--- src/rtl/core/bb3_pkg.sv ---
// Shared types and constants for the edge-aware 3x3 box blur.
// Used by bb3_avg and box_blur_3x3_edge_aware_top; depends on nothing.
`timescale 1ns / 1ps
`default_nettype none

package bb3_pkg;

    // Pixel and channel widths. Channels are packed red, green, blue from the low bit up.
    localparam int CH_W   = 8;
    localparam int NUM_CH = 3;
    localparam int PIX_W  = CH_W * NUM_CH;

    // A 3x3 box sum of one channel and the count of pixels in it.
    localparam int SUM_W = 12;
    localparam int CNT_W = 4;

    // Rounded average: q = ((2*sum + count) * recip(count)) >> RECIP_SH.
    localparam int NUM_W    = 13;
    localparam int RECIP_W  = 18;
    localparam int RECIP_SH = 18;
    localparam int PROD_W   = NUM_W + RECIP_W;

    // Configuration register file.
    localparam int CFG_IDX_W  = 1;
    localparam int CFG_DATA_W = 16;
    localparam int FW_W       = 11;
    localparam int FH_W       = 16;
    localparam int ROW_W      = 16;

    localparam logic [CFG_IDX_W-1:0] CFG_FRAME_WIDTH  = 1'd0;
    localparam logic [CFG_IDX_W-1:0] CFG_FRAME_HEIGHT = 1'd1;

    localparam logic [FW_W-1:0] FW_RESET = 11'd640;
    localparam logic [FH_W-1:0] FH_RESET = 16'd480;

    // Kind of an input transaction.
    localparam logic FUNC_PIXEL = 1'b0;
    localparam logic FUNC_FLUSH = 1'b1;

    typedef logic [PIX_W-1:0] pixel_t;

    // One box sum handed from the window logic to the averaging pipeline.
    typedef struct packed {
        logic [SUM_W-1:0] sum_red;
        logic [SUM_W-1:0] sum_green;
        logic [SUM_W-1:0] sum_blue;
        logic [CNT_W-1:0] count;
        logic             last;
    } avg_req_t;

    // ceil(2^RECIP_SH / (2*count)); exact for every numerator the blur can form.
    function automatic logic [RECIP_W-1:0] recip_of(input logic [CNT_W-1:0] count);
        logic [RECIP_W-1:0] r;
        case (count)
            4'd1:    r = 18'd131072;
            4'd2:    r = 18'd65536;
            4'd3:    r = 18'd43691;
            4'd4:    r = 18'd32768;
            4'd5:    r = 18'd26215;
            4'd6:    r = 18'd21846;
            4'd7:    r = 18'd18725;
            4'd8:    r = 18'd16384;
            4'd9:    r = 18'd14564;
            default: r = 18'd131072;
        endcase
        return r;
    endfunction

endpackage

`default_nettype wire

--- src/rtl/core/bb3_avg.sv ---
// Averaging pipeline and output register of the 3x3 box blur.
// Turns box sums into rounded channel averages by reciprocal multiplication; uses bb3_pkg.
`timescale 1ns / 1ps
`default_nettype none

module bb3_avg (
    input  logic              clk,
    input  logic              rst_n,
    input  logic              req_valid,
    input  bb3_pkg::avg_req_t req,
    output logic              req_ready,
    output logic              m_axis_tvalid,
    input  logic              m_axis_tready,
    output logic [23:0]       m_axis_tdata,   // out_red, out_green, out_blue
    output logic              m_axis_tlast    // frame_end
);
    import bb3_pkg::*;

    logic [SUM_W-1:0]   sums [NUM_CH];
    logic [NUM_W-1:0]   num  [NUM_CH];
    logic [PROD_W-1:0]  prod [NUM_CH];
    logic [RECIP_W-1:0] recip;

    logic [PROD_W-1:0]  prod_reg [NUM_CH];
    logic               prod_last_reg;
    logic               prod_valid_reg;
    pixel_t             out_data_reg;
    logic               out_last_reg;
    logic               out_valid_reg;

    logic               move_out;
    logic               take_req;

    // Numerator 2*sum + count times the reciprocal of 2*count.
    always_comb
    begin
        sums[0] = req.sum_red;
        sums[1] = req.sum_green;
        sums[2] = req.sum_blue;
        recip   = recip_of(req.count);
        for (int c = 0; c < NUM_CH; c++)
        begin
            num[c]  = NUM_W'({sums[c], 1'b0}) + NUM_W'(req.count);
            prod[c] = PROD_W'(num[c]) * PROD_W'(recip);
        end
    end

    // Handshake between the product stage and the output register.
    assign move_out  = prod_valid_reg && (!out_valid_reg || m_axis_tready);
    assign req_ready = !prod_valid_reg || move_out;
    assign take_req  = req_valid && req_ready;

    // Product stage.
    always_ff @(posedge clk or negedge rst_n)
    begin
        if (!rst_n)
        begin
            prod_valid_reg <= 1'b0;
        end
        else if (take_req)
        begin
            prod_valid_reg <= 1'b1;
        end
        else if (move_out)
        begin
            prod_valid_reg <= 1'b0;
        end
    end

    always_ff @(posedge clk)
    begin
        if (take_req)
        begin
            for (int c = 0; c < NUM_CH; c++)
            begin
                prod_reg[c] <= prod[c];
            end
            prod_last_reg <= req.last;
        end
    end

    // Output register; the quotient is the product shifted down.
    always_ff @(posedge clk or negedge rst_n)
    begin
        if (!rst_n)
        begin
            out_valid_reg <= 1'b0;
        end
        else if (move_out)
        begin
            out_valid_reg <= 1'b1;
        end
        else if (m_axis_tready)
        begin
            out_valid_reg <= 1'b0;
        end
    end

    always_ff @(posedge clk)
    begin
        if (move_out)
        begin
            for (int c = 0; c < NUM_CH; c++)
            begin
                out_data_reg[c*CH_W +: CH_W] <= prod_reg[c][RECIP_SH +: CH_W];
            end
            out_last_reg <= prod_last_reg;
        end
    end

    assign m_axis_tvalid = out_valid_reg;
    assign m_axis_tdata  = out_data_reg;
    assign m_axis_tlast  = out_last_reg;

endmodule

`default_nettype wire

--- config.mk ---
export PLATFORM = sky130hd
export DESIGN_NAME = bb3_avg
export DESIGN_NICKNAME = d
export VERILOG_FILES = /design/src/rtl/core/bb3_pkg.sv /design/src/rtl/core/bb3_avg.sv
export SDC_FILE = /design/constraint.sdc
export NUM_CORES = 1
export LEC_CHECK = 0
export BUFFER_PORTS_ARGS = -buffer_cell sky130_fd_sc_hd__buf_2
export CAP_MARGIN = 25
export CORE_AREA = 2 2 200 202
export CTS_CLUSTER_DIAMETER = 150
export CTS_CLUSTER_SIZE = 10
export DETAILED_ROUTE_END_ITERATION = 12
export DIE_AREA = 0 0 202 204
export PLACE_DENSITY = 0.78
export SETUP_SLACK_MARGIN = 0.4
export SLEW_MARGIN = 20
export SYNTH_ARGS = -nofsm -noshare
export SYNTH_HDL_FRONTEND = slang
export SYNTH_SLANG_ARGS = --single-unit
--- constraint.sdc ---
create_clock -name clk -period 1.9 [get_ports clk]
set_clock_uncertainty 0.15 [all_clocks]
set_input_delay 0.19 -clock clk [delete_from_list [all_inputs] [get_ports clk]]
set_output_delay 0.19 -clock clk [all_outputs]
set_load 0.005 [all_outputs]
==> results of run 1 <==
==> Yosys cell counts, drive strengths merged (7+ instances only) <==
cell / instances
ha: 167
xor2: 33
inv: 617
nand2b: 18
a21oi: 41
nor2: 204
fa: 504
and3: 9
a21o: 15
buf: 7
nand2: 419
o21ai: 29
xnor2: 63
nor3: 9
edfxtp: 50
nand3: 17
and2: 33
clkbuf: 81
==> logic make-up after synthesis <==
family | synth area share, %
buf+inv | 12.46
fa+ha+maj | 57.23
xor+xnor | 4.163
simple gates | 14.89
compound gates | 3.921
flops | 7.290
mux | 0.04704
==> worst max-delay path: stages <==
cell and delay, ns:
buf_12 0.11, ha_4 0.16, fa_2 0.38, a21oi_4 0.22, nor3b_4 0.07, buf_6 0.14, buf_6 0.13, xor2_2 0.16
buf_6 0.16, nand2_4 0.06, fa_1 0.54, inv_1 0.05, fa_1 0.48, fa_2 0.49, fa_1 0.51, inv_2 0.04
fa_1 0.49, inv_1 0.05, ha_1 0.27, and4_4 0.20, a221o_1 0.39, a22o_1 0.28, or3_4 0.36, xor2_1 0.15
buf_4 0.13
==> metal layers <==
layer	up-vias	GRT usage [%]	part of all wire [%]
met5	-	0	0
met4	0	15.94	6.4
met3	259	5.293	7.9
met2	849	56.20	49
met1	8985	40.18	37
li1	7842	-	-
==> report_power, final <==
part,total (mW),switching [mW],internal (mW)
clock network,1.04,0.417,0.619
logic,14.7,7.79,6.89
registers,2.06,0.111,1.95
total,17.8,8.32,9.47
==> what timing repair did <==
action	4_1_cts	5_1_grt
hold buffers	3	0
setup buffers	35	18
pin swaps	92	61
resized for setup	118	52
endpoints found under the setup margin	24	24
hold endpoints to repair	4	0
cloned	3	0
==> worst paths after layout <==
kind                                      startpoint                         end  slack, ns  cells past startpoint
max reg2reg                m_axis_tvalid$_DFFE_PN0P_   prod_reg[0][24]$_DFFE_PP_       0.52                      3
min                                    m_axis_tready   m_axis_tvalid$_DFFE_PN0P_       0.02                      3
max in group asynchronous                      rst_n   m_axis_tvalid$_DFFE_PN0P_       1.45                      2
max                                           req[2]   prod_reg[0][83]$_DFFE_PP_      -4.41                     25
min reg2reg                prod_reg[0][85]$_DFFE_PP_  m_axis_tdata[21]$_DFFE_PP_       0.27                      0
min in group asynchronous                      rst_n  prod_valid_reg$_DFFE_PN0P_       0.05                      2
==> through the flow <==
| step | utilization [%] | instance area, µm² |
|---|---|---|
| 2_1_floorplan | - | 22150 |
| 6_report | 70.04 | 27440 |
| 4_1_cts | 69.08 | 27070 |
| 3_5_place_dp | 66.25 | 25960 |
| 3_3_place_gp | 66.25 | 25960 |
| 5_1_grt | 70.04 | 27440 |
==> final cells by class <==
class                           instances  area, µm²  share of cell area, %
Inverter                              617       2316                  8.439
Tap cell                              525      656.9                  2.394
Clock buffer                            5      125.1                 0.4559
Sequential cell                        52       1551                  5.653
Clock inverter                          3      42.54                 0.1550
Timing Repair Buffer                  529       4317                  15.73
Multi-Input combinational cell       1632      18440                  67.17
==> placed cells by master, fill, tap and decap left out, types with 20 or more instances in the layout <==
cell / Yosys / routed
a21oi_1: 35 / 20
and2_1: 30 / 24
buf_12: 0 / 26
buf_2: 2 / 67
buf_4: 1 / 395
buf_6: 0 / 36
edfxtp_1: 50 / 50
fa_1: 504 / 486
ha_1: 167 / 142
ha_4: 0 / 23
inv_1: 616 / 601
nand2_1: 419 / 394
nor2_1: 204 / 185
o21ai_0: 27 / 22
xnor2_1: 58 / 43
==> impl_metrics.yaml, run 1 <==
yosys:
  syn_area_um2: 21280
  synth-edff-count: 50
  avgSynthCellArea_um2: 8.912
  synth_fp_nets: 3104
  yosys_warnings: 0
  synth-main-ff-cell: "edfxtp_1"
  yosysSeqAreaShare_pct: 7.290
  yosysUniqueCellTypes: 64
  synth_top_area_share_pct: 47.41
  async_reset_ff_share_pct: 3.846
  ys_seq_elements: 52
  syn_inst: 2388
  yosys-top-cells-area: "fa_1 47%, inv_1 11%, ha_1 9.8%, nand2_1 7.4%, edfxtp_1 7.1%"
  synth_largest_area_cell: "fa_1"
power_and_ir_drop:
  power_leakage_nw: 13.95
  ir_drop_mv: 0.9491
  fin_total_pwr_mw: 17.78
  pwr_density_cell_nw_per_um2: 647.9
floorplan:
  dieWidth_um: 202
  io_pins: 72
  die_h_um: 204
  dieArea_um2: 41210
  row_count: 73
  core_area_um2: 39180
  start_util_pct: 54.31
final_layout:
  diodes: 0
  n_fill_cell: 2834
  final_nets: 3553
  synthToLayoutAreaGrowth_pct: 28.96
  fin_cells: 3363
  layout-drive-gt1-share_pct: 26.92
sta:
  final.setup.tns_ns: -101.82
  min_period_over_period_pct: 331.9
  min_period_ns: 6.306
  max_freq_mhz: 158.6
  fin_ws_ns: -4.406
  rsz0062_at_grt: "yes"
  hold_ws_ns: 0.02405
  tightestPinTransition_ns: 0.7165
  hold_violations: 0
  report.final.setup_viol: 24
  max_slew_margin_pct: 51.89
  drv_slew: 0
grt:
  first_global_vias: 19960
  overflow: 0
  grt_max_degree: 29
  grtUsageTotal_pct: 32.63
  grt_pass1_wl_um: 103100
  antenna_found_initial: 0
run:
  maxCapViolCount: 0
clock_tree:
  cts_buffer_depth: 2
  numCtsBuffers: 5
  clock_latency_ns: 0.30
  htree_levels: 2
  cts.sinks: 52
  cts_tree: "built"
  clk_pin_slew_worst_paths_ns: 0.07
  cts-root-buf: "clkbuf_16"
critical_path:
  critPathLaunchType: "primary input"
  cp_max_fo: 7
  path_class: "in -> reg"
  crit_arrival_ns: 6.22
  cp-end-kind: "flip-flop"
  cp.required_ns: 1.81
run_status:
  status: "finished with violations"
  violations: "setup timing"
route:
  dr.pass1.iters: 6
  drt_iter0_markers: 1293
  post_drt_wl_per_cell_um: 19.20
  ant_nets: 0
  wirelength_um: 64560
  vias: 17940
  via_per_inst: 5.333
  route.detailed.drc: 0
place:
  place.detailed.hpwl_um: 53830
  portBuffers: 71
  pre_cts_ws_ns: -4.827
  placed_cells: 3296
  routabilityCongestion: 0.9686
min_path:
  min_path_type: "in -> reg"
(Power assumes the default switching activity.)
==> run 2, diff against run 1 <==
==> constraint.sdc (replaced) <==
create_clock -name clk -period 1.9 [get_ports clk]
set_clock_uncertainty 0.15 [all_clocks]
set_input_delay 0.19 -clock clk [delete_from_list [all_inputs] [get_ports clk]]
set_output_delay 0.19 -clock clk [all_outputs]
set_load 0.05 [all_outputs]
==> run 2 against run 1 <==
Against the previous run: the flow still finishes with violations (setup timing); maximum frequency decreased by 1.6%; via count increased by 0.14%; design area up 0.48%; non-clock buffer count down 8; final cell count down 0.24%; sequential share of layout area barely moved; clock power is 13% higher; global-route usage shrank 0.27 points; highest routed layer unchanged.
==> impl_metrics.yaml, run 2 (synthesis results as in run 1) <==
final_layout:
  final_common_cell: "inv_1"
  final_cell_area_um2: 27580
  fin_cells: 3355
  post-route-util_pct: 70.37
  final_cell_mix: "600 x inv_1, 481 x fa_1, 393 x nand2_1"
  final_nets: 3545
  synthToLayoutAreaGrowth_pct: 29.57
  n_fill_cell: 2764
  diodes: 0
  layout-drive-gt1-share_pct: 27.49
  multi_input_area_um2: 18600
  seq_area_um2: 1553
critical_path:
  cp-end-kind: "flip-flop"
  slowest_stage: "fa_2"
  reg2reg_from: "m_axis_tvalid$_DFFE_PN0P_"
  path_class: "in -> reg"
  r2r-end: "prod_reg[0][25]$_DFFE_PP_"
  cp_max_fo: 8
  slowest_delay_ns: 0.57
  critPathLaunchType: "primary input"
  reg2reg_depth: 2
  cp.required_ns: 1.81
  startpoint: "req[2]"
  regToRegSetupSlack_ns: 0.43
  crit_arrival_ns: 6.32
power_and_ir_drop:
  pwr_density_cell_nw_per_um2: 672.1
  power_leakage_nw: 13.96
  ir_drop_mv: 0.5718
  fin_total_pwr_mw: 18.53
place:
  placed_cells: 3285
  portBuffers: 71
  pre_cts_ws_ns: -4.861
  place.detailed.hpwl_um: 53620
  placed_area_um2: 25880
  routabilityCongestion: 0.9559
clock_tree:
  cts-root-buf: "clkbuf_16"
  cts_tree: "built"
  cts.sinks: 52
  numCtsBuffers: 5
  clk_pin_slew_worst_paths_ns: 0.07
  cts_buffer_depth: 2
  clock_latency_ns: 0.30
  htree_levels: 2
sta:
  drv_slew: 0
  min_period_over_period_pct: 337.3
  fin_ws_ns: -4.508
  tightestPinTransition_ns: 0.6993
  hold_ws_ns: 0.04207
  rsz0062_at_grt: "yes"
  report.final.setup_viol: 24
  max_slew_margin_pct: 53.05
  min_period_ns: 6.408
  max_freq_mhz: 156.0
  final.setup.tns_ns: -102.21
  hold_violations: 0
floorplan:
  dieArea_um2: 41210
  io_pins: 72
  row_count: 73
  core_area_um2: 39180
  die_h_um: 204
  start_util_pct: 54.31
  dieWidth_um: 202
grt:
  grtUsageTotal_pct: 32.36
  antenna_found_initial: 0
  grt_pass1_wl_um: 102200
  first_global_vias: 19920
  grt_max_degree: 26
  overflow: 0
run_status:
  violations: "setup timing"
  status: "finished with violations"
route:
  wirelength_um: 65170
  via_per_inst: 5.354
  post_drt_wl_per_cell_um: 19.43
  ant_nets: 0
  vias: 17960
  route.detailed.drc: 0
  dr.pass1.iters: 5
  drt_iter0_markers: 1268
min_path:
  whs_path_depth: 3
  min_to: "m_axis_tvalid$_DFFE_PN0P_"
  min_path_type: "in -> reg"
  min-delay-start: "m_axis_tready"
run:
  maxCapViolCount: 0
run 2: changes by cell type in the layout (fill, tap and decap cells not counted), sizes merged:
cell,previous run,this run
and2,33,34
buf,525,517
bufbuf,1,0
bufinv,1,2
clkbuf,5,7
clkinv,1,0
clkinvlp,1,0
xnor2,64,63
run 2: repair_timing:
item                                   4_1_cts  5_1_grt
cloned                                       3        0
pin swaps                                   77       51
setup endpoints to repair                   38       38
setup buffers                               42       14
resized for setup                          132       73
hold buffers                                 3        0
endpoints found under the hold margin        4        0
run 2: final cells by class:
type | count | area share (%)
clock inverter | 2 | 0.2178
clock buffer | 6 | 0.4674
multi-input combinational | 1632 | 67.45
timing repair buffer | 521 | 15.45
tap | 525 | 2.382
inverter | 617 | 8.399
sequential | 52 | 5.631
run 2: worst max-delay path by stage:
stage | end | slack [ns] | depth (start not counted)
floorplan | prod_reg[0][55]$_DFFE_PP_ | -4.12 | 24
global placement | prod_reg[0][55]$_DFFE_PP_ | -4.79 | 28
detailed placement | prod_reg[0][25]$_DFFE_PP_ | -4.86 | 28
CTS | prod_reg[0][23]$_DFFE_PP_ | -4.36 | 28
global route | prod_reg[0][23]$_DFFE_PP_ | -4.67 | 28
finish | prod_reg[0][23]$_DFFE_PP_ | -4.51 | 28
run 2: critical path, delay by kind of cell:
kind | cells | cell delay [ns]
AOI/OAI and AO/OA | 4 | 0.73
xor gates and xnor gates | 2 | 0.26
adders and majority gates | 8 | 3.45
buffers and inverters | 10 | 1.19
and+or+nand+nor | 4 | 0.46
run 2: power breakdown:
part | switching, mW | total, mW | internal (mW)
Combinational | 8.29 | 15.3 | 6.99
Sequential | 0.113 | 2.07 | 1.95
Clock | 0.422 | 1.18 | 0.756
Total | 8.83 | 18.5 | 9.70
run 2: routing by layer:
layer	up-vias	GRT usage, %	share of wire, %
li1	7819	-	-
met1	9084	39.14	36
met2	829	57.40	50
met3	229	4.863	7.7
met4	0	14.60	5.5
met5	-	0	0
==> run 3, diff against run 2 <==
--- a/config.mk
+++ b/config.mk
@@ -7,12 +7,14 @@
 export LEC_CHECK = 0
 export BUFFER_PORTS_ARGS = -buffer_cell sky130_fd_sc_hd__buf_2
 export CAP_MARGIN = 25
-export CORE_AREA = 2 2 200 202
+export CELL_PAD_IN_SITES_DETAIL_PLACEMENT = 0
+export CELL_PAD_IN_SITES_GLOBAL_PLACEMENT = 1
+export CORE_AREA = 2 2 208 210
 export CTS_CLUSTER_DIAMETER = 150
 export CTS_CLUSTER_SIZE = 10
 export DETAILED_ROUTE_END_ITERATION = 12
-export DIE_AREA = 0 0 202 204
-export PLACE_DENSITY = 0.78
+export DIE_AREA = 0 0 210 212
+export PLACE_DENSITY = 0.9
 export SETUP_SLACK_MARGIN = 0.4
 export SLEW_MARGIN = 20
 export SYNTH_ARGS = -nofsm -noshare
==> run 3 against run 2 <==
Against the previous run: the flow still finishes with violations (setup timing); final cell count up 1.0%; critical path type unchanged; clock-buffer cell count is 1 lower; clock power fell by 23%; maximum frequency increased by 3.3%; combinational power about the same; hold slack improved by 0.0093 ns; sequential share of layout area down 0.059 points; worst setup slack gained 0.20 ns; critical path depth is the same; design area grew 1.1%.
==> impl_metrics.yaml, run 3 (synthesis results as in run 1) <==
min_path:
  min_path_type: "in -> async"
critical_path:
  regToRegSetupSlack_ns: 0.39
  cp_common_cell: "fa_1"
  crit_arrival_ns: 6.10
  slowest_stage: "fa_1"
  cp-end-kind: "flip-flop"
  cp_max_fo: 5
  slowest_delay_ns: 0.54
  critPathLaunchType: "primary input"
  path_class: "in -> reg"
  cp.required_ns: 1.79
clock_tree:
  cts-root-buf: "clkbuf_16"
  clk_pin_slew_worst_paths_ns: 0.07
  numCtsBuffers: 5
  clock_latency_ns: 0.30
  cts.sinks: 52
  cts_buffer_depth: 2
  cts_tree: "built"
  htree_levels: 2
sta:
  min_period_over_period_pct: 326.6
  max_freq_mhz: 161.1
  report.final.setup_viol: 24
  min_period_ns: 6.206
  tightestPinTransition_ns: 0.4919
  drv_slew: 0
  rsz0062_at_grt: "yes"
  hold_violations: 0
  fin_ws_ns: -4.306
  max_slew_margin_pct: 66.27
floorplan:
  dieWidth_um: 210
  die_h_um: 212
  row_count: 76
  io_pins: 72
  start_util_pct: 50.07
  core_area_um2: 42510
  dieArea_um2: 44520
grt:
  grt_max_degree: 26
  grtUsageTotal_pct: 30.04
  antenna_found_initial: 1
  overflow: 0
  grt_pass1_wl_um: 101900
  first_global_vias: 19820
power_and_ir_drop:
  power_leakage_nw: 14.00
  ir_drop_mv: 1.136
  fin_total_pwr_mw: 18.54
  pwr_density_cell_nw_per_um2: 665.3
final_layout:
  final_cell_mix: "591 x inv_1, 481 x fa_1, 391 x nand2_1"
  post-route-util_pct: 65.57
  final_common_cell: "inv_1"
  final_cell_area_um2: 27870
  fin_cells: 3390
  synthToLayoutAreaGrowth_pct: 30.95
  layout-drive-gt1-share_pct: 28.48
  n_fill_cell: 3190
  diodes: 0
  final_nets: 3559
run_status:
  violations: "setup timing"
  status: "finished with violations"
route:
  drt_iter0_markers: 1184
  wirelength_um: 64480
  vias: 17790
  via_per_inst: 5.248
  dr.pass1.iters: 8
  route.detailed.drc: 0
  ant_nets: 0
  post_drt_wl_per_cell_um: 19.02
place:
  place.detailed.hpwl_um: 52830
  routabilityCongestion: 0.9957
  placed_cells: 3306
  placed_area_um2: 25860
  pre_cts_ws_ns: -4.862
  portBuffers: 71
run:
  maxCapViolCount: 0
[run 3: cell count changes in the layout (fill, tap and decap cells not counted), sizes merged]
cell / before / now
inv: 617 / 618
bufinv: 2 / 0
and2: 34 / 35
buf: 517 / 529
clkinv: 0 / 2
[run 3: routing by layer]
metal / wire [µm] / GRT usage [%] / vias to the layer above / share of wire (%)
met5: 16 / 0 / - / 0.025
met4: 3832 / 15.14 / 2 / 5.9
met3: 5056 / 5.657 / 239 / 7.8
met2: 31620 / 52.01 / 771 / 49
met1: 23950 / 36.11 / 8933 / 37
li1: - / - / 7846 / -
[run 3: worst max-delay path: cells and delay by family]
family                     cells  cell delay (ns)
AOI/OAI and AO/OA              4             0.69
xor gates and xnor gates       2             0.29
adders and majority gates      8             3.33
buffers and inverters          9             0.91
and+or+nand+nor                5             0.69
[run 3: repair_timing]
action / in CTS / in global routing
gates cloned: 1 / 4
setup endpoints to repair: 24 / 64
buffers inserted: 38 / 30
hold buffers: 3 / 0
endpoints found under the hold margin: 4 / 0
pin swaps: 90 / 81
gates resized for setup: 151 / 115
[run 3: where the power goes]
group / switching, mW / leakage (nW) / total, mW / internal (mW)
Combinational: 8.33 / 13.4 / 15.6 / 7.25
Clock: 0.419 / 0.0716 / 0.906 / 0.487
Sequential: 0.106 / 0.503 / 2.06 / 1.95
Total: 8.85 / 14.0 / 18.5 / 9.69
[run 3: stage by stage]
step	hold slack, ns	TNS, ns
6_report	0.05132	-99.69
5_1_grt	0.04953	-103.13
3_3_place_gp	-0.1759	-108.40
2_1_floorplan	-0.2556	-93.48
3_5_place_dp	-0.1730	-111.01
4_1_cts	0.01427	-98.38
[run 3: worst paths after layout]
kind,startpoint,end,depth (start not counted)
hold reg to reg,prod_reg[0][23]$_DFFE_PP_,m_axis_tdata[5]$_DFFE_PP_,0
setup / recovery,req[2],prod_reg[0][23]$_DFFE_PP_,28
min in group clk,m_axis_tready,m_axis_tvalid$_DFFE_PN0P_,3
hold / removal,rst_n,m_axis_tvalid$_DFFE_PN0P_,2
setup reg to reg,prod_valid_reg$_DFFE_PN0P_,prod_reg[0][87]$_DFFE_PP_,3
max in group asynchronous,rst_n,m_axis_tvalid$_DFFE_PN0P_,2
[run 3: final cells by class]
cell class              count  area, µm²  area share, %
clock buffers               5      125.1         0.4490
clock inverters             3      17.52        0.06285
inverters                 617       2316          8.310
multi-input cells        1633      18750          67.27
flip-flops and latches     52       1553          5.572
well taps                 546      683.2          2.451
repair buffers            534       4428          15.89
